==> src/hdl/length_prefixed_frame_parser_assert.svh <==
// ---------------------------------------------------------------------------
// Length-prefixed frame parser assertion macros
// Clocked assertion helpers used by the parser core; they expect
// clk and rst_n in the enclosing scope.
// ---------------------------------------------------------------------------
`ifndef LENGTH_PREFIXED_FRAME_PARSER_ASSERT_SVH
`define LENGTH_PREFIXED_FRAME_PARSER_ASSERT_SVH

// Property holds in the same cycle as its antecedent.
`define LPFP_ASSERT_NOW(label, ante, cons, msg) \
    label: assert property (@(posedge clk) disable iff (!rst_n) \
        (ante) |-> (cons)) else $error(msg);

// Property holds in the cycle after its antecedent.
`define LPFP_ASSERT_NEXT(label, ante, cons, msg) \
    label: assert property (@(posedge clk) disable iff (!rst_n) \
        (ante) |=> (cons)) else $error(msg);

`endif

==> src/hdl/lpfp_pkg.sv <==
// ---------------------------------------------------------------------------
// Length-prefixed frame parser package
// Types and constants shared by the parser modules.
// ---------------------------------------------------------------------------
`timescale 1ns / 1ps

package lpfp_pkg;

    localparam int BYTE_W      = 8;
    localparam int FRAME_LEN_W = 64;
    localparam int EXTRA_W     = 4;

    localparam logic [BYTE_W-1:0]  LEN_CODE_EXT16 = 8'd254;
    localparam logic [BYTE_W-1:0]  LEN_CODE_EXT64 = 8'd255;
    localparam logic [EXTRA_W-1:0] EXT16_BYTES    = 4'd2;
    localparam logic [EXTRA_W-1:0] EXT64_BYTES    = 4'd8;

    localparam logic KIND_HEADER  = 1'b0;
    localparam logic KIND_PAYLOAD = 1'b1;

    typedef enum logic [1:0] {
        PH_OPCODE  = 2'd0,
        PH_LENGTH  = 2'd1,
        PH_EXTLEN  = 2'd2,
        PH_PAYLOAD = 2'd3
    } phase_t;

    // Input register contents handed to the parse stage.
    typedef struct packed {
        logic              valid;
        logic [BYTE_W-1:0] data;
    } byte_stage_t;

endpackage

==> src/hdl/lpfp_if.sv <==
// ---------------------------------------------------------------------------
// Length-prefixed frame parser channels
// Valid/ready channels for the byte stream and for the parse results.
// ---------------------------------------------------------------------------
`timescale 1ns / 1ps

interface lpfp_in_if;
    logic       valid;
    logic       ready;
    logic [7:0] in_byte;

    modport source (output valid, output in_byte, input ready);
    modport sink (input valid, input in_byte, output ready);
endinterface

interface lpfp_out_if;
    logic        valid;
    logic        ready;
    logic        item_kind;
    logic [7:0]  frame_opcode;
    logic [63:0] frame_length;
    logic [7:0]  payload_byte;
    logic        frame_last;

    modport source (output valid, output item_kind, output frame_opcode,
                    output frame_length, output payload_byte, output frame_last,
                    input ready);
    modport sink (input valid, input item_kind, input frame_opcode,
                  input frame_length, input payload_byte, input frame_last,
                  output ready);
endinterface

==> src/hdl/lpfp_in_stage.sv <==
// ---------------------------------------------------------------------------
// Length-prefixed frame parser input stage
// Registers each accepted stream byte ahead of the parse stage.
// ---------------------------------------------------------------------------
`timescale 1ns / 1ps

module lpfp_in_stage (
    input  logic                 clk,
    input  logic                 rst_n,
    lpfp_in_if.sink              stream,
    input  logic                 advance,
    output lpfp_pkg::byte_stage_t stage
);

    logic                            valid_reg;
    logic                            valid_next;
    logic [lpfp_pkg::BYTE_W-1:0]     data_reg;
    logic                            take;

    assign stream.ready = !valid_reg || advance;
    assign take         = stream.valid && stream.ready;

    always_comb
    begin
        valid_next = valid_reg;
        if (take)
        begin
            valid_next = 1'b1;
        end
        else if (advance)
        begin
            valid_next = 1'b0;
        end
    end

    always_ff @(posedge clk or negedge rst_n)
    begin
        if (!rst_n)
        begin
            valid_reg <= 1'b0;
        end
        else
        begin
            valid_reg <= valid_next;
        end
    end

    always_ff @(posedge clk)
    begin
        if (take)
        begin
            data_reg <= stream.in_byte;
        end
    end

    assign stage = '{valid: valid_reg, data: data_reg};

endmodule

==> src/hdl/lpfp_parse_core.sv <==
// ---------------------------------------------------------------------------
// Length-prefixed frame parser core
// Phase machine that decodes opcode and length prefixes, counts payload
// bytes and loads the result register.
// ---------------------------------------------------------------------------
`timescale 1ns / 1ps
`include "length_prefixed_frame_parser_assert.svh"

module lpfp_parse_core #(
    parameter int LENGTH_WIDTH = 64
) (
    input  logic                  clk,
    input  logic                  rst_n,
    input  lpfp_pkg::byte_stage_t stage,
    output logic                  advance,
    lpfp_out_if.source            result
);

    localparam int LW = lpfp_pkg::FRAME_LEN_W;
    localparam logic [LW-1:0] LEN_LIMIT = {LW{1'b1}} >> (LW - LENGTH_WIDTH);

    lpfp_pkg::phase_t                 phase_reg, phase_next;
    logic [lpfp_pkg::BYTE_W-1:0]      opcode_reg, opcode_next;
    logic [lpfp_pkg::EXTRA_W-1:0]     extra_reg, extra_next;
    logic [lpfp_pkg::EXTRA_W-1:0]     extra_dec;
    logic [LW-1:0]                    acc_reg, acc_next;
    logic [LENGTH_WIDTH-1:0]          left_reg, left_next;

    logic                             out_valid_reg, out_valid_next;
    logic                             kind_reg, kind_next;
    logic [lpfp_pkg::BYTE_W-1:0]      out_opcode_reg, out_opcode_next;
    logic [LW-1:0]                    out_len_reg, out_len_next;
    logic [lpfp_pkg::BYTE_W-1:0]      out_byte_reg, out_byte_next;
    logic                             last_reg, last_next;

    logic [lpfp_pkg::BYTE_W-1:0]      b;
    logic [LW-1:0]                    hdr_raw;
    logic [LW-1:0]                    hdr_len;
    logic                             pay_last;

    assign b       = stage.data;
    assign advance = !out_valid_reg || result.ready;

    // Short form takes the byte as is; extended form shifts it in.
    assign hdr_raw   = (phase_reg == lpfp_pkg::PH_LENGTH) ? LW'(b) : {acc_reg[LW-9:0], b};
    assign hdr_len   = (hdr_raw > LEN_LIMIT) ? LEN_LIMIT : hdr_raw;
    assign extra_dec = (extra_reg != '0) ? extra_reg - 1'b1 : extra_reg;
    assign pay_last  = left_reg <= LENGTH_WIDTH'(1);

    always_comb
    begin
        phase_next      = phase_reg;
        opcode_next     = opcode_reg;
        extra_next      = extra_reg;
        acc_next        = acc_reg;
        left_next       = left_reg;
        out_valid_next  = out_valid_reg && !result.ready;
        kind_next       = kind_reg;
        out_opcode_next = out_opcode_reg;
        out_len_next    = out_len_reg;
        out_byte_next   = out_byte_reg;
        last_next       = last_reg;

        if (advance && stage.valid)
        begin
            case (phase_reg)
                lpfp_pkg::PH_OPCODE:
                begin
                    opcode_next = b;
                    acc_next    = '0;
                    left_next   = '0;
                    extra_next  = '0;
                    phase_next  = lpfp_pkg::PH_LENGTH;
                end
                lpfp_pkg::PH_LENGTH, lpfp_pkg::PH_EXTLEN:
                begin
                    if (phase_reg == lpfp_pkg::PH_LENGTH && b == lpfp_pkg::LEN_CODE_EXT16)
                    begin
                        acc_next   = '0;
                        extra_next = lpfp_pkg::EXT16_BYTES;
                        phase_next = lpfp_pkg::PH_EXTLEN;
                    end
                    else if (phase_reg == lpfp_pkg::PH_LENGTH &&
                             b == lpfp_pkg::LEN_CODE_EXT64)
                    begin
                        acc_next   = '0;
                        extra_next = lpfp_pkg::EXT64_BYTES;
                        phase_next = lpfp_pkg::PH_EXTLEN;
                    end
                    else if (phase_reg == lpfp_pkg::PH_EXTLEN && extra_dec != '0)
                    begin
                        acc_next   = hdr_raw;
                        extra_next = extra_dec;
                    end
                    else
                    begin
                        // Header complete: emit it and open the payload, or go back to the opcode for a zero length.
                        if (phase_reg == lpfp_pkg::PH_EXTLEN)
                        begin
                            extra_next = extra_dec;
                        end
                        acc_next        = hdr_len;
                        out_valid_next  = 1'b1;
                        kind_next       = lpfp_pkg::KIND_HEADER;
                        out_opcode_next = opcode_reg;
                        out_len_next    = hdr_len;
                        out_byte_next   = '0;
                        last_next       = (hdr_len == '0);
                        if (hdr_len == '0)
                        begin
                            phase_next = lpfp_pkg::PH_OPCODE;
                        end
                        else
                        begin
                            left_next  = hdr_len[LENGTH_WIDTH-1:0];
                            phase_next = lpfp_pkg::PH_PAYLOAD;
                        end
                    end
                end
                default:
                begin
                    out_valid_next  = 1'b1;
                    kind_next       = lpfp_pkg::KIND_PAYLOAD;
                    out_opcode_next = opcode_reg;
                    out_len_next    = acc_reg;
                    out_byte_next   = b;
                    last_next       = pay_last;
                    if (left_reg != '0)
                    begin
                        left_next = left_reg - 1'b1;
                    end
                    if (pay_last)
                    begin
                        left_next  = '0;
                        phase_next = lpfp_pkg::PH_OPCODE;
                    end
                end
            endcase
        end
    end

    always_ff @(posedge clk or negedge rst_n)
    begin
        if (!rst_n)
        begin
            phase_reg     <= lpfp_pkg::PH_OPCODE;
            opcode_reg    <= '0;
            extra_reg     <= '0;
            acc_reg       <= '0;
            left_reg      <= '0;
            out_valid_reg <= 1'b0;
        end
        else
        begin
            phase_reg     <= phase_next;
            opcode_reg    <= opcode_next;
            extra_reg     <= extra_next;
            acc_reg       <= acc_next;
            left_reg      <= left_next;
            out_valid_reg <= out_valid_next;
        end
    end

    always_ff @(posedge clk)
    begin
        kind_reg       <= kind_next;
        out_opcode_reg <= out_opcode_next;
        out_len_reg    <= out_len_next;
        out_byte_reg   <= out_byte_next;
        last_reg       <= last_next;
    end

    assign result.valid        = out_valid_reg;
    assign result.item_kind    = kind_reg;
    assign result.frame_opcode = out_opcode_reg;
    assign result.frame_length = out_len_reg;
    assign result.payload_byte = out_byte_reg;
    assign result.frame_last   = last_reg;

    `LPFP_ASSERT_NOW(a_payload_count_live, phase_reg == lpfp_pkg::PH_PAYLOAD,
        left_reg != '0, "payload phase with no bytes left")
    `LPFP_ASSERT_NOW(a_extlen_count_live, phase_reg == lpfp_pkg::PH_EXTLEN,
        extra_reg != '0, "extended length phase with no bytes left")
    `LPFP_ASSERT_NOW(a_length_saturated, out_valid_reg,
        out_len_reg <= LEN_LIMIT, "frame length above limit")
    `LPFP_ASSERT_NEXT(a_last_returns, advance && stage.valid &&
        phase_reg == lpfp_pkg::PH_PAYLOAD && pay_last,
        phase_reg == lpfp_pkg::PH_OPCODE && out_valid_reg && last_reg,
        "last payload byte did not close the frame")

endmodule

==> src/hdl/length_prefixed_frame_parser.sv <==
// ---------------------------------------------------------------------------
// Length-prefixed frame parser
// Splits a byte stream into frames of opcode, length prefix and payload.
// ---------------------------------------------------------------------------
// Takes one stream byte per cycle and, with no back-pressure on the result
// channel, sustains one byte per cycle indefinitely; each result is
// registered (the input register loads at the accepting edge, the result
// register loads from it when the parse core advances).
// Each byte is handled in a single pass of the phase machine in the parse
// core, which updates the length accumulator or the payload down-counter
// once per cycle unless the result channel stalls. Opcode and length-prefix
// bytes give no result; the header result follows the last prefix byte, and
// every payload byte gives one result, the final one marked last. Lengths
// above 2^LENGTH_WIDTH-1 saturate to that value. stream.ready follows
// result.ready combinationally once input and result registers are occupied.
`timescale 1ns / 1ps

module length_prefixed_frame_parser #(
    parameter int LENGTH_WIDTH = 64
) (
    input  logic       clk,
    input  logic       rst_n,
    lpfp_in_if.sink    stream,
    lpfp_out_if.source result
);

    lpfp_pkg::byte_stage_t stage;
    logic                  advance;

    lpfp_in_stage u_in_stage (
        .clk     (clk),
        .rst_n   (rst_n),
        .stream  (stream),
        .advance (advance),
        .stage   (stage)
    );

    lpfp_parse_core #(
        .LENGTH_WIDTH (LENGTH_WIDTH)
    ) u_parse_core (
        .clk     (clk),
        .rst_n   (rst_n),
        .stage   (stage),
        .advance (advance),
        .result  (result)
    );

endmodule

==> src/flat_wrapper.sv <==
// flat-port wrapper written by rule: the top's interface ports become plain ports
module length_prefixed_frame_parser_flat 
#(
    parameter int LENGTH_WIDTH = 64
)
  (clk, rst_n, stream_valid, stream_in_byte, stream_ready, result_valid, result_item_kind, result_frame_opcode, result_frame_length, result_payload_byte, result_frame_last, result_ready);
  lpfp_in_if stream_i ();
  lpfp_out_if result_i ();
  input  logic clk;
  input  logic rst_n;
  input wire logic [$bits(stream_i.valid)-1:0] stream_valid;
  input wire logic [$bits(stream_i.in_byte)-1:0] stream_in_byte;
  output wire logic [$bits(stream_i.ready)-1:0] stream_ready;
  output wire logic [$bits(result_i.valid)-1:0] result_valid;
  output wire logic [$bits(result_i.item_kind)-1:0] result_item_kind;
  output wire logic [$bits(result_i.frame_opcode)-1:0] result_frame_opcode;
  output wire logic [$bits(result_i.frame_length)-1:0] result_frame_length;
  output wire logic [$bits(result_i.payload_byte)-1:0] result_payload_byte;
  output wire logic [$bits(result_i.frame_last)-1:0] result_frame_last;
  input wire logic [$bits(result_i.ready)-1:0] result_ready;
  assign stream_i.valid = stream_valid;
  assign stream_i.in_byte = stream_in_byte;
  assign stream_ready = stream_i.ready;
  assign result_valid = result_i.valid;
  assign result_item_kind = result_i.item_kind;
  assign result_frame_opcode = result_i.frame_opcode;
  assign result_frame_length = result_i.frame_length;
  assign result_payload_byte = result_i.payload_byte;
  assign result_frame_last = result_i.frame_last;
  assign result_i.ready = result_ready;
  length_prefixed_frame_parser #(.LENGTH_WIDTH(LENGTH_WIDTH)) u_core (.clk(clk), .rst_n(rst_n), .stream(stream_i), .result(result_i));
endmodule
==> config.mk <==
export PLATFORM = sky130hd
export DESIGN_NAME = length_prefixed_frame_parser_flat
export DESIGN_NICKNAME = d
export VERILOG_FILES = /design/src/hdl/lpfp_pkg.sv /design/src/hdl/lpfp_if.sv /design/src/hdl/lpfp_in_stage.sv /design/src/hdl/lpfp_parse_core.sv /design/src/hdl/length_prefixed_frame_parser.sv /design/src/flat_wrapper.sv
export VERILOG_INCLUDE_DIRS = /design/src /design/src/hdl
export SDC_FILE = /design/constraint.sdc
export NUM_CORES = 1
export LEC_CHECK = 0
export ABC_AREA = 1
export BUFFER_PORTS_ARGS = -buffer_cell sky130_fd_sc_hd__buf_2
export CAP_MARGIN = 40
export CELL_PAD_IN_SITES_DETAIL_PLACEMENT = 0
export CELL_PAD_IN_SITES_GLOBAL_PLACEMENT = 1
export CORE_MARGIN = 2
export CORE_UTILIZATION = 41
export DETAILED_ROUTE_END_ITERATION = 16
export PLACE_DENSITY = 0.85
export SLEW_MARGIN = 10
export SYNTH_ARGS = -nofsm -noshare
export SYNTH_HDL_FRONTEND = slang
export SYNTH_SLANG_ARGS = --single-unit
==> constraint.sdc <==
create_clock -name clk -period 5.8 [get_ports clk]
set_clock_uncertainty 0.05 [all_clocks]
set_input_delay 0 -clock clk [delete_from_list [all_inputs] [get_ports clk]]
set_output_delay 0 -clock clk [all_outputs]
set_load 0.05 [all_outputs]
== Yosys cells after proc, flatten, opt, wreduce, memory -nomap -nowiden ==
Cells that the tools add are included.
Word-level totals
  flip-flop bits (word level): 234
  input bits: 12
  output and inout bits: 84
  logic and storage cells: 107
Operators by class
  add/sub/neg operators: 2
  $lt $le $gt $ge: 2
  equal/unequal tests: 10
  multiplexer cells: 52
  bitwise logic cells: 1
  reduce and logical (&&, ||, !) cells: 27
Operator list (count)
  2-to-1 mux 64 bit: 14
  one-hot mux 64 bit (2 select lines): 3
  > comparator 64 bit, second input constant: 1
  <= comparator 64 x 1 -> 1 bit, second input constant: 1
  zero test 64 bit: 1
  nonzero test 64 bit: 1
  subtractor 64 x 1 -> 64 bit, second input constant: 1
  2-to-1 mux 8 bit: 6
  one-hot mux 8 bit (2 select lines): 2
  2-to-1 mux 4 bit: 5
  == test 8 bit, second input constant: 2
  2-to-1 mux 1 bit: 12
  nonzero test 4 bit: 3
  2-to-1 mux 2 bit: 5
  != test 2 bit, second input constant: 4
  one-hot mux 4 bit (2 select lines): 1
  logical AND 1 bit: 6
  one-hot mux 1 bit (2 select lines): 3
  AND reduction 3 bit: 2
  AND reduction 6 bit: 1
  != test 5 bit, second input constant: 1
  AND reduction 5 bit: 1
  != test 4 bit, second input constant: 1
  one-hot mux 2 bit (2 select lines): 1
  other kinds (11): 16

== Logic depth before layout (Yosys ltp) ==
  depth after elaboration: 10
  mapped depth: 15
  depth with buffers taken out: 14

== Modules after synthesis ==
From an unflattened synthesis, not the netlist that was laid out.
Second synthesis, totals
  cells, all modules: 1632
  area total of the unflattened synthesis: 12349.3 sq um
Modules (own cells, without submodules)
  lpfp_parse_core: instances 1, cells an instance 1617, area an instance 12056.6 sq um, seq. area each 6040.8 sq um
  lpfp_in_stage: instances 1, cells an instance 15, area an instance 292.8 sq um, seq. area each 265.3 sq um

== Worst setup path before layout ==
OpenSTA, ideal clock, no wires.
  path type: register -> register
  start: register u_core.u_parse_core.phase_reg[1]
  end: register u_core.u_parse_core.last_reg (netlist: u_core.u_parse_core.result.frame_last) (enable)
  setup time: 0.523 ns
  arrival: 4.769 ns
  data required time: 5.227 ns
  path slack: 0.457 ns
  stages on the path, launching flop included: 11
  buffers on the path: 1
  clock period less this slack: 5.343 ns
  cell sequence: dfrtp_1 -> inv_1 -> ha_1 -> inv_2 -> buf_2 -> nor3_4 -> nand2_1 -> o21ai_1 -> inv_1 -> nand2_1 -> nor2_1
Between the ends
  cells in the longest elaborated chain, start to end: 4
  elaborated cells on any way between the ends: 12
  those cells by class: eq/ne: 5; bitwise: 1; reduce/logical: 6
RTL lines
  from (decl): RTL line lpfp_parse_core.sv:22  | lpfp_pkg::phase_t phase_reg, phase_next;
  from (signal assigned): RTL line lpfp_parse_core.sv:146  | phase_reg <= lpfp_pkg::PH_OPCODE;
  from (signal assigned): RTL line lpfp_parse_core.sv:155  | phase_reg <= phase_next;
  == test 2 x 1 -> 1 bit / == test 2 bit (equally long branches)
  OR reduction 2 bit, or another cell as far along: RTL line lpfp_parse_core.sv:66  | case (phase_reg)
  != test 2 bit (no source line)
  AND reduction 5 bit (no source line) (*)
  to (signal assigned): RTL line lpfp_parse_core.sv:170  | last_reg <= last_next;
  to (decl): RTL line lpfp_parse_core.sv:34  | logic last_reg, last_next;
Every way passes the cells marked *; elsewhere a longest branch is shown, timed or not.
A chain may end at the register's enable or synchronous reset.

== Worst setup path after layout ==
  start: register u_core.u_parse_core.phase_reg[1]
  end: register u_core.u_parse_core.out_len_reg[44] (netlist: u_core.u_parse_core.result.frame_length[44]) (enable)
Between the ends
  cells in the longest elaborated chain, start to end: 4
  elaborated cells on any way between the ends: 12
  those cells by class: eq/ne: 5; bitwise: 1; reduce/logical: 6
RTL lines
  == test 2 x 1 -> 1 bit / == test 2 bit (equally long branches)
  OR reduction 2 bit, or another cell as far along: RTL line lpfp_parse_core.sv:66
  != test 2 bit (no source line)
  AND reduction 5 bit (no source line) (*)
  to (signal assigned): RTL line lpfp_parse_core.sv:168  | out_len_reg <= out_len_next;
  to (decl): RTL line lpfp_parse_core.sv:32  | logic [LW-1:0] out_len_reg, out_len_next;
Marked as above.

==> impl_results.md <==
* Largest net degree at the start of global routing at approximately 70
* Net count, final at between 1500 and 2000
* Hold Slack at between 0.1 and 0.15 ns
* CTS Buffer Depth at 3
* Dpl hpwl at ~27 mm
* Die area at 0.0320 mm^2
* Starting DRT DRC Count at roughly 1000
* Slowest stage cell on the critical path: nor2_4
* WHS Path Cells at 2
* Fin crit period at approximately 3.5 ns
* Final instance area at approximately 0.014 mm^2
* Share of layout cells above drive strength 1 at slightly above 10%
* DRC Markers at 0
* CTS clk-pin slew, worst paths at 0.07 ns
* Hold_sp: stream_in_byte[7]
* WP data arrival at about 3.7 ns
* Number of global-route vias before repair at 10327
* Cell Area, Placed at 0.0134 mm^2
* Total wire length at between 30 and 40 mm
* Fin. max-slew vios at 0
* CTS Root Cell: clkbuf_16
* Worst Hold Class: input pin to flip-flop
* Cell variety after synth at 32
* Relative slew slack at around 46%
* Syn_nets at about 1700
* Antenna violations before repair at 0
* Register-to-Register Path Depth at 11
* Top cells by count, synth: 652 x nand2_1, 220 x nor2_1, 145 x inv_1, 144 x dfrtp_1, 122 x o21ai_0
* Initial Util at between 40% and 50%
* Vias per cell at between 5 and 6
* Antenna-violating nets left at 0
* Final setup violating endpoints at 0
* Crit path max-delay family: buffers and inverters
* Status: finished, final reports clean
* Htree depth at 1
* Die height at 179 um
* Layout area overhead at 14.4%
* Die width at ~180 um
* Final TNS setup at 0 ns
* Antenna Cells at 0
* Post-Synthesis Cells at 1657
* Setup crit start kind: flip-flop
* Top post-synthesis cells by area: dfrtp_1 29%, edfxtp_1 22%, nand2_1 20%, nor2_1 6.6%, o21ai_0 4.9%
* Period utilization at approximately three fifths
* Worst-margin pin slew at around 0.81 ns
* Wire per inst at 16.8 um
* Multi-input logic area at 0.00540 mm^2
* Total I/O pin count at between 90 and 100
* Clock Latency Late Sink at 0.55 ns
* Buffers on Ports at 95
* RSZ-0062 raised after global routing: no
* Syn_area_per_cell at between 7 and 8 um^2
* #FFs+latches synth at around 230
* Core Region at approximately 0.030 mm^2
* Worst EP required at 5.94 ns
* Yosys top cell area share at around 29%
* Number of synthesized flops with an enable pin at 90
* Pre-Repair DR Iteration Count at 6
* Cell Chain, Critical Path: inv_1 > ha_1 > buf_4 > inv_2 > nor3_4 > nand2_1 > o21ai_1 > inv_1 > nand2_1 > nor2_4 > buf_12
* Post_cts resized at 0
* Crit path capture type: flip-flop
* Worst path max stage delay at roughly 0.66 ns
* GP Congestion at 0.902
* CTS tree: built
* Most numerous cell in the Yosys netlist: nand2_1
* Hold endpoint: u_core.u_in_stage.data_reg[7]
* TritonCTS Buffers at 25
* Crit Path Max Fanout at 57
* Seq/Total Area, Yosys at between 50% and 60%
* First-pass GRT wire length at roughly 58 mm
* Clock Sinks at 234
* GRT Total Usage at between 20% and 30%
* Predominant post-synthesis flop cell: dfrtp_1
* Bufs and invs on worst path at 5
* Top cell type by total area after synthesis: dfrtp_1
* Setup ws final at approximately 2.3 ns
* Site Rows at 64
* Ys async rst share at between 60% and 70%
* Crit Path Class: flip-flop to flip-flop
* Register area at between 0.006 and 0.007 mm^2
* Hold Fails Final Rpt at 0
* F_max at 284 MHz
* Max-cap viol count at 0
* Yosys Warn Count at 0
* FILL cells at a little over 3000
* Setup repair bufs after CTS at 0
* Vias at about 11000
* Reg2reg setup slack at 2.28 ns
* Reg2reg end: u_core.u_parse_core.result.frame_length[44]
* Netlist Area Pre-Place at between 0.01 and 0.015 mm^2
* Launch point of the worst reg-to-reg path: u_core.u_parse_core.phase_reg[1]
* Setup WS pre-CTS at around 2.3 ns
* Global route overflow at 0
cells by family (layout without fill, tap and decap cells):
group / Yosys count / after routing / synth area share [%]
compound gates: 190 / 190 / 8.36
xor+xnor: 35 / 35 / 2.44
fa+ha+maj: 8 / 8 / 0.798
buf+inv: 208 / 318 / 6.82
flops: 234 / 234 / 50.3
simple gates: 982 / 982 / 31.3
worst reg2reg max path, delay by kind of cell, from the launching register on:
family	cells	cell delay [ns]
buf+inv	5	1.31
simple gates	4	1.10
flops	1	0.40
fa+ha+maj	1	0.18
compound gates	1	0.08
cells in the final DEF (no fill, tap or decap), types with 2 or more instances in the layout:
cell type / synthesis / layout
nor2_1: 220 / 218
clkbuf_8: 0 / 3
clkbuf_16: 0 / 25
buf_12: 0 / 3
nand3_2: 2 / 2
edfxtp_1: 90 / 90
nand3_1: 48 / 48
o21ai_0: 122 / 122
xor2_1: 14 / 14
nor2_2: 11 / 11
clkbuf_1: 32 / 5
buf_4: 4 / 9
xnor2_1: 21 / 21
inv_2: 3 / 4
nand2_2: 4 / 4
clkinvlp_4: 0 / 2
inv_1: 145 / 144
clkinv_2: 0 / 8
nand4_1: 19 / 19
buf_2: 12 / 94
dlygate4sd3_1: 0 / 14
nor3_1: 18 / 18
o21bai_1: 26 / 26
nand2_1: 652 / 652
buf_16: 0 / 3
ha_1: 8 / 7
o22ai_1: 24 / 24
a21oi_1: 11 / 11
nor2_4: 0 / 2
nand3b_1: 3 / 3
o21ai_1: 6 / 6
dfrtp_1: 144 / 144
final cells by class:
class                      instances  area share (%)
multi-input combinational       1215            37.6
inverter                         148            3.87
tap                              396            3.45
clock buffer                      33            4.78
sequential                       234            43.9
clock inverter                    13           0.532
timing repair buffer             124            5.80
through the flow:
stage | util (%) | instances
2_1_floorplan | - | 1657
3_3_place_gp | 43.9 | 2098
3_5_place_dp | 44.3 | 2102
4_1_cts | 47.3 | 2163
5_1_grt | 47.3 | 2163
6_report | 47.3 | 2163
metal layers:
metal / share of wire (%) / track usage (%) / vias to the layer above
li1: - / - / 5438
met5: 0 / 0 / -
met3: 6.4 / 2.57 / 46
met4: 1.9 / 5.28 / 0
met2: 44 / 36.3 / 351
met1: 47 / 34.7 / 5221
how the worst max path moves through the flow:
| stage | startpoint | end | slack [ns] | depth (start not counted) |
|---|---|---|---|---|
| final | u_core.u_parse_core.phase_reg[1] | u_core.u_parse_core.result.frame_length[44] | 2.28 | 11 |
| after CTS | u_core.u_parse_core.phase_reg[1] | u_core.u_parse_core.result.frame_length[50] | 2.25 | 11 |
| after global placement | u_core.u_parse_core.phase_reg[1] | u_core.u_parse_core.result.frame_length[41] | 2.42 | 11 |
| after global routing | u_core.u_parse_core.phase_reg[1] | u_core.u_parse_core.result.frame_length[44] | 2.02 | 11 |
| after floorplan | u_core.u_parse_core.phase_reg[1] | u_core.u_parse_core.result.frame_last | 0.46 | 10 |
| after detailed placement | u_core.u_parse_core.phase_reg[1] | u_core.u_parse_core.result.frame_length[50] | 2.30 | 11 |
repair_timing:
item,CTS,global route
hold endpoints to repair,110,0
endpoints found under the setup margin,0,0
hold buffers,15,0
Power is not shown: default switching activity piles up to over one toggle a cycle in this logic, so the estimate is an artifact.
